[src/rtl/core/fewt_pkg.sv]
`default_nettype none
package fewt_pkg;

  localparam int ODO_W   = 27;
  localparam int FUEL_W  = 16;
  localparam int TOT_W   = 40;
  localparam int MPG_W   = 16;
  localparam int SCALE_W = 14;
  localparam int DIV_W   = TOT_W + MPG_W;
  localparam int ADDR_W  = 2;
  localparam int DATA_W  = 32;
  localparam int QDEPTH  = 2;

  localparam logic [ADDR_W-1:0]  REG_START_ODO = '0;

  localparam logic [SCALE_W-1:0] MPG_SCALE = SCALE_W'(10000);
  localparam logic [MPG_W-1:0]   MPG_MAX   = '1;

  typedef enum logic [2:0] {
    BK_IDLE,
    BK_LOAD,
    BK_CHECK,
    BK_DIV,
    BK_DONE
  } bk_state_t;

  typedef enum logic [1:0] {
    SEL_CUR,
    SEL_TOT,
    SEL_ROL
  } sel_t;

  typedef struct packed {
    logic load;
    logic store_zero;
    logic store_sat;
    logic div_start;
    logic div_step;
    logic out_load;
  } bk_ctl_t;

endpackage
`default_nettype wire

[src/rtl/core/fewt_front.sv]
`default_nettype none
module fewt_front import fewt_pkg::*; #(
  parameter int WINDOW_LEN = 5,
  parameter int DS_W       = 30,
  parameter int FS_W       = 19
) (
  input  wire logic              clk,
  input  wire logic              rst_n,
  input  wire logic              cfg_we,
  input  wire logic [ODO_W-1:0]  cfg_wdata,
  output logic      [ODO_W-1:0]  start_odo,
  input  wire logic              in_valid,
  output logic                   in_ready,
  input  wire logic [ODO_W-1:0]  in_odometer,
  input  wire logic [FUEL_W-1:0] in_fuel,
  input  wire logic              q_full,
  output logic                   job_push,
  output logic      [ODO_W-1:0]  job_dist,
  output logic      [ODO_W-1:0]  job_tdist,
  output logic      [DS_W-1:0]   job_dsum,
  output logic      [FUEL_W-1:0] job_fuel,
  output logic      [TOT_W-1:0]  job_ftot,
  output logic      [FS_W-1:0]   job_fsum,
  output logic                   job_back
);

  localparam int SLOT_W = (WINDOW_LEN > 1) ? $clog2(WINDOW_LEN) : 1;
  localparam int FILL_W = $clog2(WINDOW_LEN + 1);

  logic [ODO_W-1:0]  start_r;
  logic [ODO_W-1:0]  prev_r;
  logic [TOT_W-1:0]  ftot_r, ftot_nxt;
  logic [DS_W-1:0]   dsum_r, dsum_nxt;
  logic [FS_W-1:0]   fsum_r, fsum_nxt;
  logic [FILL_W-1:0] fill_r, fill_nxt;
  logic [SLOT_W-1:0] slot_r, slot_nxt;
  logic [ODO_W-1:0]  ring_d_r [WINDOW_LEN];
  logic [FUEL_W-1:0] ring_f_r [WINDOW_LEN];

  logic              back;
  logic [ODO_W-1:0]  trip;
  logic [ODO_W-1:0]  tdist;
  logic [TOT_W:0]    ftot_sum;
  logic              full;
  logic [ODO_W-1:0]  old_d;
  logic [FUEL_W-1:0] old_f;

  assign in_ready  = !q_full;
  assign job_push  = in_valid && in_ready;
  assign start_odo = start_r;

  always_comb begin
    back     = in_odometer < prev_r;
    trip     = back ? '0 : in_odometer - prev_r;
    tdist    = (in_odometer >= start_r) ? in_odometer - start_r : '0;
    ftot_sum = {1'b0, ftot_r} + (TOT_W + 1)'(in_fuel);
    ftot_nxt = ftot_sum[TOT_W] ? '1 : ftot_sum[TOT_W-1:0];
    full     = fill_r == FILL_W'(WINDOW_LEN);
    old_d    = full ? ring_d_r[slot_r] : '0;
    old_f    = full ? ring_f_r[slot_r] : '0;
    dsum_nxt = dsum_r - DS_W'(old_d) + DS_W'(trip);
    fsum_nxt = fsum_r - FS_W'(old_f) + FS_W'(in_fuel);
    fill_nxt = full ? fill_r : fill_r + FILL_W'(1);
    slot_nxt = (slot_r == SLOT_W'(WINDOW_LEN - 1)) ? '0 : slot_r + SLOT_W'(1);
  end

  assign job_dist  = trip;
  assign job_tdist = tdist;
  assign job_dsum  = dsum_nxt;
  assign job_fuel  = in_fuel;
  assign job_ftot  = ftot_nxt;
  assign job_fsum  = fsum_nxt;
  assign job_back  = back;

  always_ff @(posedge clk) begin
    if (!rst_n) begin
      start_r <= '0;
      prev_r  <= '0;
      ftot_r  <= '0;
      dsum_r  <= '0;
      fsum_r  <= '0;
      fill_r  <= '0;
      slot_r  <= '0;
    end else if (cfg_we) begin
      start_r <= cfg_wdata;
      prev_r  <= cfg_wdata;
    end else if (job_push) begin
      prev_r <= in_odometer;
      ftot_r <= ftot_nxt;
      dsum_r <= dsum_nxt;
      fsum_r <= fsum_nxt;
      fill_r <= fill_nxt;
      slot_r <= slot_nxt;
    end
  end

  always_ff @(posedge clk) begin
    if (job_push) begin
      ring_d_r[slot_r] <= trip;
      ring_f_r[slot_r] <= in_fuel;
    end
  end

endmodule
`default_nettype wire

[src/rtl/core/fewt_fifo.sv]
`default_nettype none
module fewt_fifo import fewt_pkg::*; #(
  parameter int W = 8
) (
  input  wire logic         clk,
  input  wire logic         rst_n,
  input  wire logic         push,
  input  wire logic [W-1:0] wdata,
  input  wire logic         pop,
  output logic      [W-1:0] rdata,
  output logic              full,
  output logic              empty
);

  localparam int PTR_W = $clog2(QDEPTH);
  localparam int CNT_W = $clog2(QDEPTH + 1);

  logic [W-1:0]     mem_r [QDEPTH];
  logic [PTR_W-1:0] wr_ptr_r, rd_ptr_r;
  logic [CNT_W-1:0] cnt_r;

  assign full  = cnt_r == CNT_W'(QDEPTH);
  assign empty = cnt_r == '0;
  assign rdata = mem_r[rd_ptr_r];

  always_ff @(posedge clk) begin
    if (!rst_n) begin
      wr_ptr_r <= '0;
      rd_ptr_r <= '0;
      cnt_r    <= '0;
    end else begin
      if (push) wr_ptr_r <= wr_ptr_r + PTR_W'(1);
      if (pop)  rd_ptr_r <= rd_ptr_r + PTR_W'(1);
      if (push && !pop)      cnt_r <= cnt_r + CNT_W'(1);
      else if (pop && !push) cnt_r <= cnt_r - CNT_W'(1);
    end
  end

  always_ff @(posedge clk) begin
    if (push) mem_r[wr_ptr_r] <= wdata;
  end

endmodule
`default_nettype wire

[src/rtl/core/fewt_back.sv]
`default_nettype none
module fewt_back import fewt_pkg::*; #(
  parameter int DS_W = 30,
  parameter int FS_W = 19
) (
  input  wire logic              clk,
  input  wire logic              rst_n,
  input  wire logic              q_empty,
  output logic                   q_pop,
  input  wire logic [ODO_W-1:0]  job_dist,
  input  wire logic [ODO_W-1:0]  job_tdist,
  input  wire logic [DS_W-1:0]   job_dsum,
  input  wire logic [FUEL_W-1:0] job_fuel,
  input  wire logic [TOT_W-1:0]  job_ftot,
  input  wire logic [FS_W-1:0]   job_fsum,
  input  wire logic              job_back,
  output logic                   out_valid,
  input  wire logic              out_ready,
  output logic      [MPG_W-1:0]  out_current_mpg,
  output logic      [MPG_W-1:0]  out_total_mpg,
  output logic      [MPG_W-1:0]  out_rolling_mpg,
  output logic                   out_current_valid,
  output logic                   out_total_valid,
  output logic                   out_rolling_valid,
  output logic                   out_odometer_backwards
);

  localparam int SRC_W  = DS_W;
  localparam int PROD_W = SRC_W + SCALE_W;
  localparam int CNT_W  = $clog2(MPG_W);

  bk_state_t         state_r, state_nxt;
  sel_t              sel_r;
  bk_ctl_t           ctl;
  logic [DIV_W-1:0]  num_r, rem_r, dsh_r;
  logic [TOT_W-1:0]  den_r;
  logic [MPG_W-1:0]  q_r;
  logic [CNT_W-1:0]  cnt_r;
  logic [MPG_W-1:0]  cur_q_r, tot_q_r, rol_q_r;
  logic              cur_v_r, tot_v_r, rol_v_r;
  logic              out_valid_r;

  logic [SRC_W-1:0]  src;
  logic [TOT_W-1:0]  den_sel;
  logic              den_zero, sat, ge, last_sel, last_bit;
  logic [MPG_W-1:0]  q_step;
  logic              st_en, st_v;
  logic [MPG_W-1:0]  st_q;

  always_comb begin
    case (sel_r)
      SEL_CUR: begin
        src     = SRC_W'(job_dist);
        den_sel = TOT_W'(job_fuel);
      end
      SEL_TOT: begin
        src     = SRC_W'(job_tdist);
        den_sel = job_ftot;
      end
      SEL_ROL: begin
        src     = job_dsum;
        den_sel = TOT_W'(job_fsum);
      end
      default: begin
        src     = '0;
        den_sel = '0;
      end
    endcase
  end

  assign den_zero = den_r == '0;
  assign sat      = num_r >= {den_r, {MPG_W{1'b0}}};
  assign ge       = rem_r >= dsh_r;
  assign q_step   = {q_r[MPG_W-2:0], ge};
  assign last_sel = sel_r == SEL_ROL;
  assign last_bit = cnt_r == '0;

  always_comb begin
    state_nxt = state_r;
    case (state_r)
      BK_IDLE:  if (!q_empty) state_nxt = BK_LOAD;
      BK_LOAD:  state_nxt = BK_CHECK;
      BK_CHECK: begin
        if (den_zero || sat) state_nxt = last_sel ? BK_DONE : BK_LOAD;
        else state_nxt = BK_DIV;
      end
      BK_DIV:   if (last_bit) state_nxt = last_sel ? BK_DONE : BK_LOAD;
      BK_DONE:  if (!out_valid_r || out_ready) state_nxt = BK_IDLE;
      default:  state_nxt = BK_IDLE;
    endcase
  end

  always_comb begin
    ctl = '0;
    case (state_r)
      BK_LOAD:  ctl.load = 1'b1;
      BK_CHECK: begin
        ctl.store_zero = den_zero;
        ctl.store_sat  = !den_zero && sat;
        ctl.div_start  = !den_zero && !sat;
      end
      BK_DIV:   ctl.div_step = 1'b1;
      BK_DONE:  ctl.out_load = !out_valid_r || out_ready;
      default:  ctl = '0;
    endcase
  end

  always_comb begin
    st_en = ctl.store_zero || ctl.store_sat || (ctl.div_step && last_bit);
    st_v  = !ctl.store_zero;
    if (ctl.store_zero)     st_q = '0;
    else if (ctl.store_sat) st_q = MPG_MAX;
    else                    st_q = q_step;
  end

  assign q_pop = ctl.out_load;

  always_ff @(posedge clk) begin
    if (!rst_n) begin
      state_r     <= BK_IDLE;
      sel_r       <= SEL_CUR;
      out_valid_r <= 1'b0;
    end else begin
      state_r <= state_nxt;
      if (state_r == BK_IDLE) sel_r <= SEL_CUR;
      else if (st_en) begin
        case (sel_r)
          SEL_CUR: sel_r <= SEL_TOT;
          SEL_TOT: sel_r <= SEL_ROL;
          default: sel_r <= SEL_ROL;
        endcase
      end
      if (ctl.out_load)  out_valid_r <= 1'b1;
      else if (out_ready) out_valid_r <= 1'b0;
    end
  end

  always_ff @(posedge clk) begin
    if (ctl.load) begin
      num_r <= DIV_W'(PROD_W'(src) * PROD_W'(MPG_SCALE));
      den_r <= den_sel;
    end
    if (ctl.div_start) begin
      rem_r <= num_r;
      dsh_r <= DIV_W'({den_r, {(MPG_W - 1){1'b0}}});
      q_r   <= '0;
      cnt_r <= CNT_W'(MPG_W - 1);
    end else if (ctl.div_step) begin
      if (ge) rem_r <= rem_r - dsh_r;
      dsh_r <= dsh_r >> 1;
      q_r   <= q_step;
      cnt_r <= cnt_r - CNT_W'(1);
    end
    if (st_en) begin
      case (sel_r)
        SEL_CUR: begin
          cur_q_r <= st_q;
          cur_v_r <= st_v;
        end
        SEL_TOT: begin
          tot_q_r <= st_q;
          tot_v_r <= st_v;
        end
        default: begin
          rol_q_r <= st_q;
          rol_v_r <= st_v;
        end
      endcase
    end
    if (ctl.out_load) begin
      out_current_mpg        <= cur_q_r;
      out_total_mpg          <= tot_q_r;
      out_rolling_mpg        <= rol_q_r;
      out_current_valid      <= cur_v_r;
      out_total_valid        <= tot_v_r;
      out_rolling_valid      <= rol_v_r;
      out_odometer_backwards <= job_back;
    end
  end

  assign out_valid = out_valid_r;

endmodule
`default_nettype wire

[src/rtl/core/fuel_economy_window_tracker.sv]
// Path from acceptance to result, with the back end idle:
//   queue pass (idle) + 3 quotients x (load + check + 16 restoring steps) + done.
//   A zero or saturated quotient skips its 16 steps.
// All three quotients share one divider; new words queue (two entries) meanwhile.
// Reset: rst_n synchronous, clears start reading, totals, window and queue.
`default_nettype none
module fuel_economy_window_tracker import fewt_pkg::*; #(
  parameter int WINDOW_LEN = 5
) (
  input  wire logic              clk,
  input  wire logic              rst_n,
  input  wire logic              psel,
  input  wire logic              penable,
  input  wire logic              pwrite,
  input  wire logic [ADDR_W-1:0] paddr,
  input  wire logic [DATA_W-1:0] pwdata,
  output logic      [DATA_W-1:0] prdata,
  output logic                   pready,
  input  wire logic              in_valid,
  output logic                   in_ready,
  input  wire logic [ODO_W-1:0]  in_odometer,
  input  wire logic [FUEL_W-1:0] in_fuel,
  output logic                   out_valid,
  input  wire logic              out_ready,
  output logic      [MPG_W-1:0]  out_current_mpg,
  output logic      [MPG_W-1:0]  out_total_mpg,
  output logic      [MPG_W-1:0]  out_rolling_mpg,
  output logic                   out_current_valid,
  output logic                   out_total_valid,
  output logic                   out_rolling_valid,
  output logic                   out_odometer_backwards
);

  localparam int GROW  = $clog2(WINDOW_LEN + 1);
  localparam int DS_W  = ODO_W + GROW;
  localparam int FS_W  = FUEL_W + GROW;
  localparam int JOB_W = 2 * ODO_W + DS_W + FUEL_W + TOT_W + FS_W + 1;

  logic              cfg_we;
  logic [ODO_W-1:0]  start_odo;
  logic              q_full, q_empty, q_push, q_pop;
  logic [JOB_W-1:0]  q_wdata, q_rdata;

  logic [ODO_W-1:0]  f_dist, f_tdist, b_dist, b_tdist;
  logic [DS_W-1:0]   f_dsum, b_dsum;
  logic [FUEL_W-1:0] f_fuel, b_fuel;
  logic [TOT_W-1:0]  f_ftot, b_ftot;
  logic [FS_W-1:0]   f_fsum, b_fsum;
  logic              f_back, b_back;

  // start register is the only one, at byte address 0
  assign cfg_we = psel && penable && pwrite && (paddr == REG_START_ODO);
  assign pready = 1'b1;
  assign prdata = {{(DATA_W - ODO_W){1'b0}}, start_odo};

  fewt_front #(
    .WINDOW_LEN (WINDOW_LEN),
    .DS_W       (DS_W),
    .FS_W       (FS_W)
  ) u_front (
    .clk         (clk),
    .rst_n       (rst_n),
    .cfg_we      (cfg_we),
    .cfg_wdata   (pwdata[ODO_W-1:0]),
    .start_odo   (start_odo),
    .in_valid    (in_valid),
    .in_ready    (in_ready),
    .in_odometer (in_odometer),
    .in_fuel     (in_fuel),
    .q_full      (q_full),
    .job_push    (q_push),
    .job_dist    (f_dist),
    .job_tdist   (f_tdist),
    .job_dsum    (f_dsum),
    .job_fuel    (f_fuel),
    .job_ftot    (f_ftot),
    .job_fsum    (f_fsum),
    .job_back    (f_back)
  );

  assign q_wdata = {f_dist, f_tdist, f_dsum, f_fuel, f_ftot, f_fsum, f_back};

  fewt_fifo #(
    .W (JOB_W)
  ) u_fifo (
    .clk   (clk),
    .rst_n (rst_n),
    .push  (q_push),
    .wdata (q_wdata),
    .pop   (q_pop),
    .rdata (q_rdata),
    .full  (q_full),
    .empty (q_empty)
  );

  assign {b_dist, b_tdist, b_dsum, b_fuel, b_ftot, b_fsum, b_back} = q_rdata;

  fewt_back #(
    .DS_W (DS_W),
    .FS_W (FS_W)
  ) u_back (
    .clk                    (clk),
    .rst_n                  (rst_n),
    .q_empty                (q_empty),
    .q_pop                  (q_pop),
    .job_dist               (b_dist),
    .job_tdist              (b_tdist),
    .job_dsum               (b_dsum),
    .job_fuel               (b_fuel),
    .job_ftot               (b_ftot),
    .job_fsum               (b_fsum),
    .job_back               (b_back),
    .out_valid              (out_valid),
    .out_ready              (out_ready),
    .out_current_mpg        (out_current_mpg),
    .out_total_mpg          (out_total_mpg),
    .out_rolling_mpg        (out_rolling_mpg),
    .out_current_valid      (out_current_valid),
    .out_total_valid        (out_total_valid),
    .out_rolling_valid      (out_rolling_valid),
    .out_odometer_backwards (out_odometer_backwards)
  );

endmodule
`default_nettype wire
[config.mk]
export PLATFORM = sky130hd
export DESIGN_NAME = fuel_economy_window_tracker
export DESIGN_NICKNAME = d
export VERILOG_FILES = /design/src/rtl/core/fewt_pkg.sv /design/src/rtl/core/fewt_front.sv /design/src/rtl/core/fewt_fifo.sv /design/src/rtl/core/fewt_back.sv /design/src/rtl/core/fuel_economy_window_tracker.sv
export SDC_FILE = /design/constraint.sdc
export NUM_CORES = 2
export LEC_CHECK = 0
export BUFFER_PORTS_ARGS = -buffer_cell sky130_fd_sc_hd__buf_2
export CORE_MARGIN = 5
export CORE_UTILIZATION = 50
export DETAILED_ROUTE_END_ITERATION = 8
export PLACE_DENSITY = 0.65
export RECOVER_POWER = 50
export SLEW_MARGIN = 20
export SYNTH_ARGS = -nofsm -noshare
export SYNTH_HDL_FRONTEND = slang
export SYNTH_HIERARCHICAL = 1
export SYNTH_SLANG_ARGS = --single-unit
[constraint.sdc]
create_clock -name clk -period 11.85 [get_ports clk]
set_input_delay 1.185 -clock clk [delete_from_list [all_inputs] [get_ports clk]]
set_output_delay 1.185 -clock clk [all_outputs]
set_load 0.01 [all_outputs]
### After elaboration in Yosys (flattened, before gate mapping)

Memory sizes are Yosys's and may differ from the RTL's. A register that Yosys moved wholly into a read port is not among the register bits.
Index checks and enable logic that the tools add are counted.

| word-level totals | value |
|---|---|
| bits in writable memories | 535 |
| logic and storage cells | 153 |
| register bits | 472 |
| memories kept | 3 |

| cells by class | value |
|---|---|
| magnitude comparators | 4 |
| multiplexer cells | 40 |
| add/subtract/negate cells | 15 |
| reduce and logical (&&, ||, !) cells | 40 |
| eq/ne operators | 12 |
| multipliers | 1 |
| bitwise operators | 4 |

Memories:

| memory | words | bits a word | read ports | clocked after Yosys merged registers in | wr ports | RTL line | source |
|---|---|---|---|---|---|---|---|
| u_fifo.mem_r | 2 | 160 | 1 | 1 | 1 | fewt_fifo.sv:18 | `logic [W-1:0] mem_r [QDEPTH];` |
| u_front.ring_d_r | 5 | 27 | 1 | 1 | 1 | fewt_front.sv:37 | `logic [ODO_W-1:0] ring_d_r [WINDOW_LEN];` |
| u_front.ring_f_r | 5 | 16 | 1 | 1 | 1 | fewt_front.sv:38 | `logic [FUEL_W-1:0] ring_f_r [WINDOW_LEN];` |

Operators with widths:

| operator | number |
|---|---|
| $mux 27 | 5 |
| $pmux 40 s3 | 1 |
| $mux 56 | 2 |
| $mux 55 | 2 |
| $pmux 30 s3 | 1 |
| $ge 44x56->1 | 1 |
| $ge 56x55->1 | 1 |
| $sub 56x55->56 | 1 |
| $sub 27x27->27 | 2 |
| $mux 16 | 3 |
| $mux 44 | 1 |
| $add 40x16->41 | 1 |
| $logic_not 40->1 | 1 |
| $mul 30x10->40 const B | 1 |
| $mux 40 | 1 |
| $mux 3 | 11 |
| $add 30x27->30 | 1 |
| $sub 30x27->30 | 1 |
| $ge 27x27->1 | 1 |
| $lt 27x27->1 | 1 |
| $add 19x16->19 | 1 |
| $sub 19x16->19 | 1 |
| $pmux 3 s5 | 1 |
| $reduce_and 2->1 | 5 |
| 24 further kinds | 69 |

### Logic depth before layout (Yosys ltp)

| depth | value |
|---|---|
| word-level depth | 7 |
| gate-level depth with buffers | 28 |

### Cells and area by module

Netlist, hierarchy kept.

By module, submodules not included:

| module | seq. area each (um^2) | instances | cells an instance | area each (um^2) |
|---|---|---|---|---|
| fewt_front | 9499.1 | 1 | 2294 | 22441.5 |
| fewt_back | 9178.8 | 1 | 1999 | 20920.1 |
| fewt_fifo | 9709.3 | 1 | 520 | 12167.9 |
| fuel_economy_window_tracker | 0.0 | 1 | 10 | 65.1 |

### Worst setup path after synthesis

Ideal clock, no wire load.

| timing path | value |
|---|---|
| kind | input port to flip-flop |
| start point | input port in_valid |
| end point | memory u_fifo/mem_r[0][0] in the netlist's numbering (enable) |
| setup time | 0.701 ns |
| data arrival time | 9.107 ns |
| path slack | 2.042 ns |
| cell stages on the path | 5 |
| path through | nand2_1 -> inv_1 -> clkbuf_1 -> clkbuf_1 -> nor2b_1 |

| on the way | value |
|---|---|
| longest elaborated chain between the ends | 3 |

RTL lines:

| element | RTL line | source |
|---|---|---|
| start: declaration | fuel_economy_window_tracker.sv:19 | `input wire logic in_valid,` |
| $logic_and 1x1->1 | fewt_front.sv:49 | `assign job_push = in_valid && in_ready;` |
| net q_push | fuel_economy_window_tracker.sv:41 | `logic q_full, q_empty, q_push, q_pop;` |
| $mux 1 | fewt_fifo.sv:40 | `if (push) mem_r[wr_ptr_r] <= wdata;` |
| $mux 1 (implied by the code) | fewt_fifo.sv:40 |  |
| end: declaration | fewt_fifo.sv:18 |  |

The timed path passes the listed nets, and every way through them passes these cells.

==> results.json <==
{
  "status": "complete, but fails checks",
  "violations": "capacitance limit, slew limit",
  "htreeDepth": 3,
  "arrival_ps": 9100,
  "cpPeakStageDelay_ps": 1630,
  "synth_commonest_cells": "edfxtp_1, inv_1, nand2_1, a21oi_1, ha_1",
  "drive_gt1_frac": 0.1019,
  "port_buffers": 159,
  "cts_tree": "yes",
  "start_util": 0.5030,
  "nNetsFinal": 5459,
  "p_leak_nw": 23.20,
  "slew_violations": 1000,
  "cpMaxStageDelayCell": "clkbuf_1",
  "maxCapViolations": 19,
  "skew_ps": 54.98,
  "first_pass_iters": 6,
  "cp.required_ps": 12290,
  "top_level_ports": 171,
  "cts_resized": 0,
  "syn_inst": 4823,
  "die_area_um2": 118000,
  "synthDistinctLibCells": 116,
  "avgSynthCellArea_um2": 11.53,
  "tns_ps": 0,
  "clk_pin_slew_worst_paths_ps": 60,
  "clockBufferDepth": 3,
  "gp_congestion": 0.8695,
  "die_w_um": 343.5,
  "postCtsSetupRepairBufs": 0,
  "synth.area.top_cells": "edfxtp_1, ha_1, dfxtp_1, fa_1, inv_1",
  "final_util": 0.5513,
  "synth_top_cell_by_area": "edfxtp_1",
  "layout_min_cycle_time_ps": 8660,
  "clk-insertion-delay-late_ps": 710,
  "cp-start-kind": "flop",
  "area_growth_pct": 9.596,
  "endpoint_kind": "flop",
  "finalCritPeriodShare": 0.7308,
  "min_from": "u_back/cur_q_r[11]$_DFFE_PP_",
  "setup-violations-final": 0,
  "slew_headroom": -1.935,
  "wire_per_inst_um": 19.21,
  "routed_wl_mm": 125.1,
  "dp_hpwl_mm": 87.82,
  "fmaxAchievable_mhz": 115.5,
  "num_vias": 36350,
  "die_y_um": 343.5,
  "yosysMostFrequentCell": "edfxtp_1",
  "synth-edff-count": 814,
  "ys.flop_type": "edfxtp_1",
  "p_per_area_nw_per_um2": 240.4,
  "vias_per_cell": 5.580,
  "path_cells": "clkbuf_1 -> mux2_1 -> mux2i_1 -> nor2_1 -> a21oi_1 -> fa_1 -> inv_1 -> ha_1 -> inv_1 -> fa_1 -> inv_1 -> ha_1 -> fa_1 -> ha_1 -> and3_1 -> o311ai_4 -> a211oi_1 -> o21ai_2 -> o21ba_2 -> a41o_2 -> o21ai_2 -> or4b_1 -> nand3_1",
  "cts_inserted_buffers": 106,
  "ant_nets": 0,
  "synth_area_um2": 55590,
  "hold_viol_final": 0,
  "yosysSeqAreaShare": 0.5106,
  "worstSetupPathType": "reg2reg",
  "num_rows": 122,
  "grt.total_usage": 0.2112,
  "cts_root_buffer": "clkbuf_16",
  "drt_iter0_markers": 2918,
  "ys_seq_elements": 1011,
  "coreArea_um2": 110500,
  "grt_pass1_wl_mm": 199.6,
  "rsz0062_at_grt": "no",
  "cts.sinks": 1011,
  "tightest_slew_ps": 4402,
  "grt_remaining_overflow": 0,
  "hold_path_class": "reg2reg",
  "r2r_setup_slack_ps": 3190,
  "worstPathMaxFanout": 26,
  "grt_max_degree": 152,
  "ir_drop_mv": 0.2135,
  "drc": 0,
  "holdBufCountCts": 0,
  "antenna_found_initial": 3,
  "ys_async_sr_fraction": 0,
  "yosysTopAreaCellShare": 0.4397,
  "yosys_warnings": 6,
  "grt_pass1_vias": 36010
}
## sequential cells by signal (all words and copies together) (netlist names), 4 cells and up, named ones only
name,count
u_back/num_r,40
u_front/start_odo,27
u_back/out_current_mpg,16
u_back/cur_q_r,16
u_back/rem_r,56
u_back/den_r,40
u_back/tot_q_r,16
u_fifo/mem_r,320
u_front/ring_f_r,80
u_back/out_total_mpg,16
u_back/cnt_r,4
u_back/q_r,15
u_front/prev_r,27
u_front/fsum_r,19
u_front/ftot_r,40
u_back/out_rolling_mpg,16
u_back/dsh_r,55
u_back/rol_q_r,16
u_front/ring_d_r,135
u_front/dsum_r,30
## cell type report
cell class / count / area [um^2]
multi-input combinational: 3115 / 24210
inverter: 491 / 1844
timing repair buffer: 208 / 972.2
sequential: 1011 / 28400
fill: 9548 / 49590
antenna: 1 / 2.502
clock inverter: 58 / 748.2
tap: 1488 / 1862
clock buffer: 142 / 2889
## stage by stage
step	hold WS (ps)	power (mW)	instance area, um^2	setup WS (ps)	cells
after floorplan	400.3	9.912	55610	2042	4827
after global placement	401.0	11.13	57680	3982	6313
after detailed placement	404.5	11.24	57680	3899	6313
after CTS	417.5	14.74	61310	4080	6513
after global routing	424.6	15.79	60930	2643	6514
final	414.2	14.65	60930	3190	6514
## power breakdown
| part | internal (mW) | switching, mW |
|---|---|---|
| sequential | 4.86 | 0.215 |
| clock | 2.01 | 1.42 |
| combinational | 2.56 | 3.58 |
## kinds of logic (layout without fill, tap and decap cells)
kind of cell,after synthesis,after routing,synth area share
simple gates,1149,1149,0.09855
compound gates,1017,1017,0.1157
flops,1011,1011,0.5106
buf+inv,701,899,0.05284
fa+ha+maj,442,442,0.1161
mux,307,307,0.07555
xor+xnor,194,194,0.03056
other cells,2,7,0.0001351
## placed cells by master (no fill, tap or decap), types with 30 or more instances in the layout
| cell type | count |
|---|---|
| mux2i_1 | 96 |
| o21ai_0 | 217 |
| nand2b_1 | 54 |
| nand4_1 | 44 |
| dfxtp_1 | 193 |
| clkbuf_1 | 146 |
| mux2_4 | 77 |
| ha_1 | 319 |
| o21a_1 | 56 |
| clkbuf_16 | 107 |
| and2_0 | 30 |
| and2_1 | 63 |
| a21o_1 | 96 |
| inv_1 | 488 |
| xor2_1 | 70 |
| nor3_1 | 45 |
| mux4_2 | 43 |
| a31oi_1 | 42 |
| fa_1 | 123 |
| a21oi_1 | 354 |
| mux2_2 | 67 |
| nor2b_1 | 40 |
| nor2_1 | 277 |
| nand3_1 | 60 |
| edfxtp_1 | 814 |
| xnor2_1 | 124 |
| nand2_1 | 399 |
| buf_2 | 61 |
## path summary, 6_finish.rpt
check                                              end  cells after the start
setup / recovery            u_back/num_r[42]$_DFFE_PP_                     23
hold / removal    u_back/out_current_mpg[11]$_DFFE_PP_                      0
setup reg to reg            u_back/num_r[42]$_DFFE_PP_                     23
hold reg to reg   u_back/out_current_mpg[11]$_DFFE_PP_                      0
## layer usage
layer | share of wire | global-route usage
met3 | 0.050 | 0.02634
met4 | 0.021 | 0.05150
met2 | 0.46 | 0.3360
met1 | 0.47 | 0.3112
met5 | 0.00018 | 0
## worst max-delay path: cells and delay by family (launching register included)
family          cells  cell delay [ps]
fa+ha+maj           6             2210
mux                 2              640
compound gates      7             2130
flops               1             1030
simple gates        4              550
buf+inv             4             1790
Note: power is estimated with default switching activity, not from simulation.
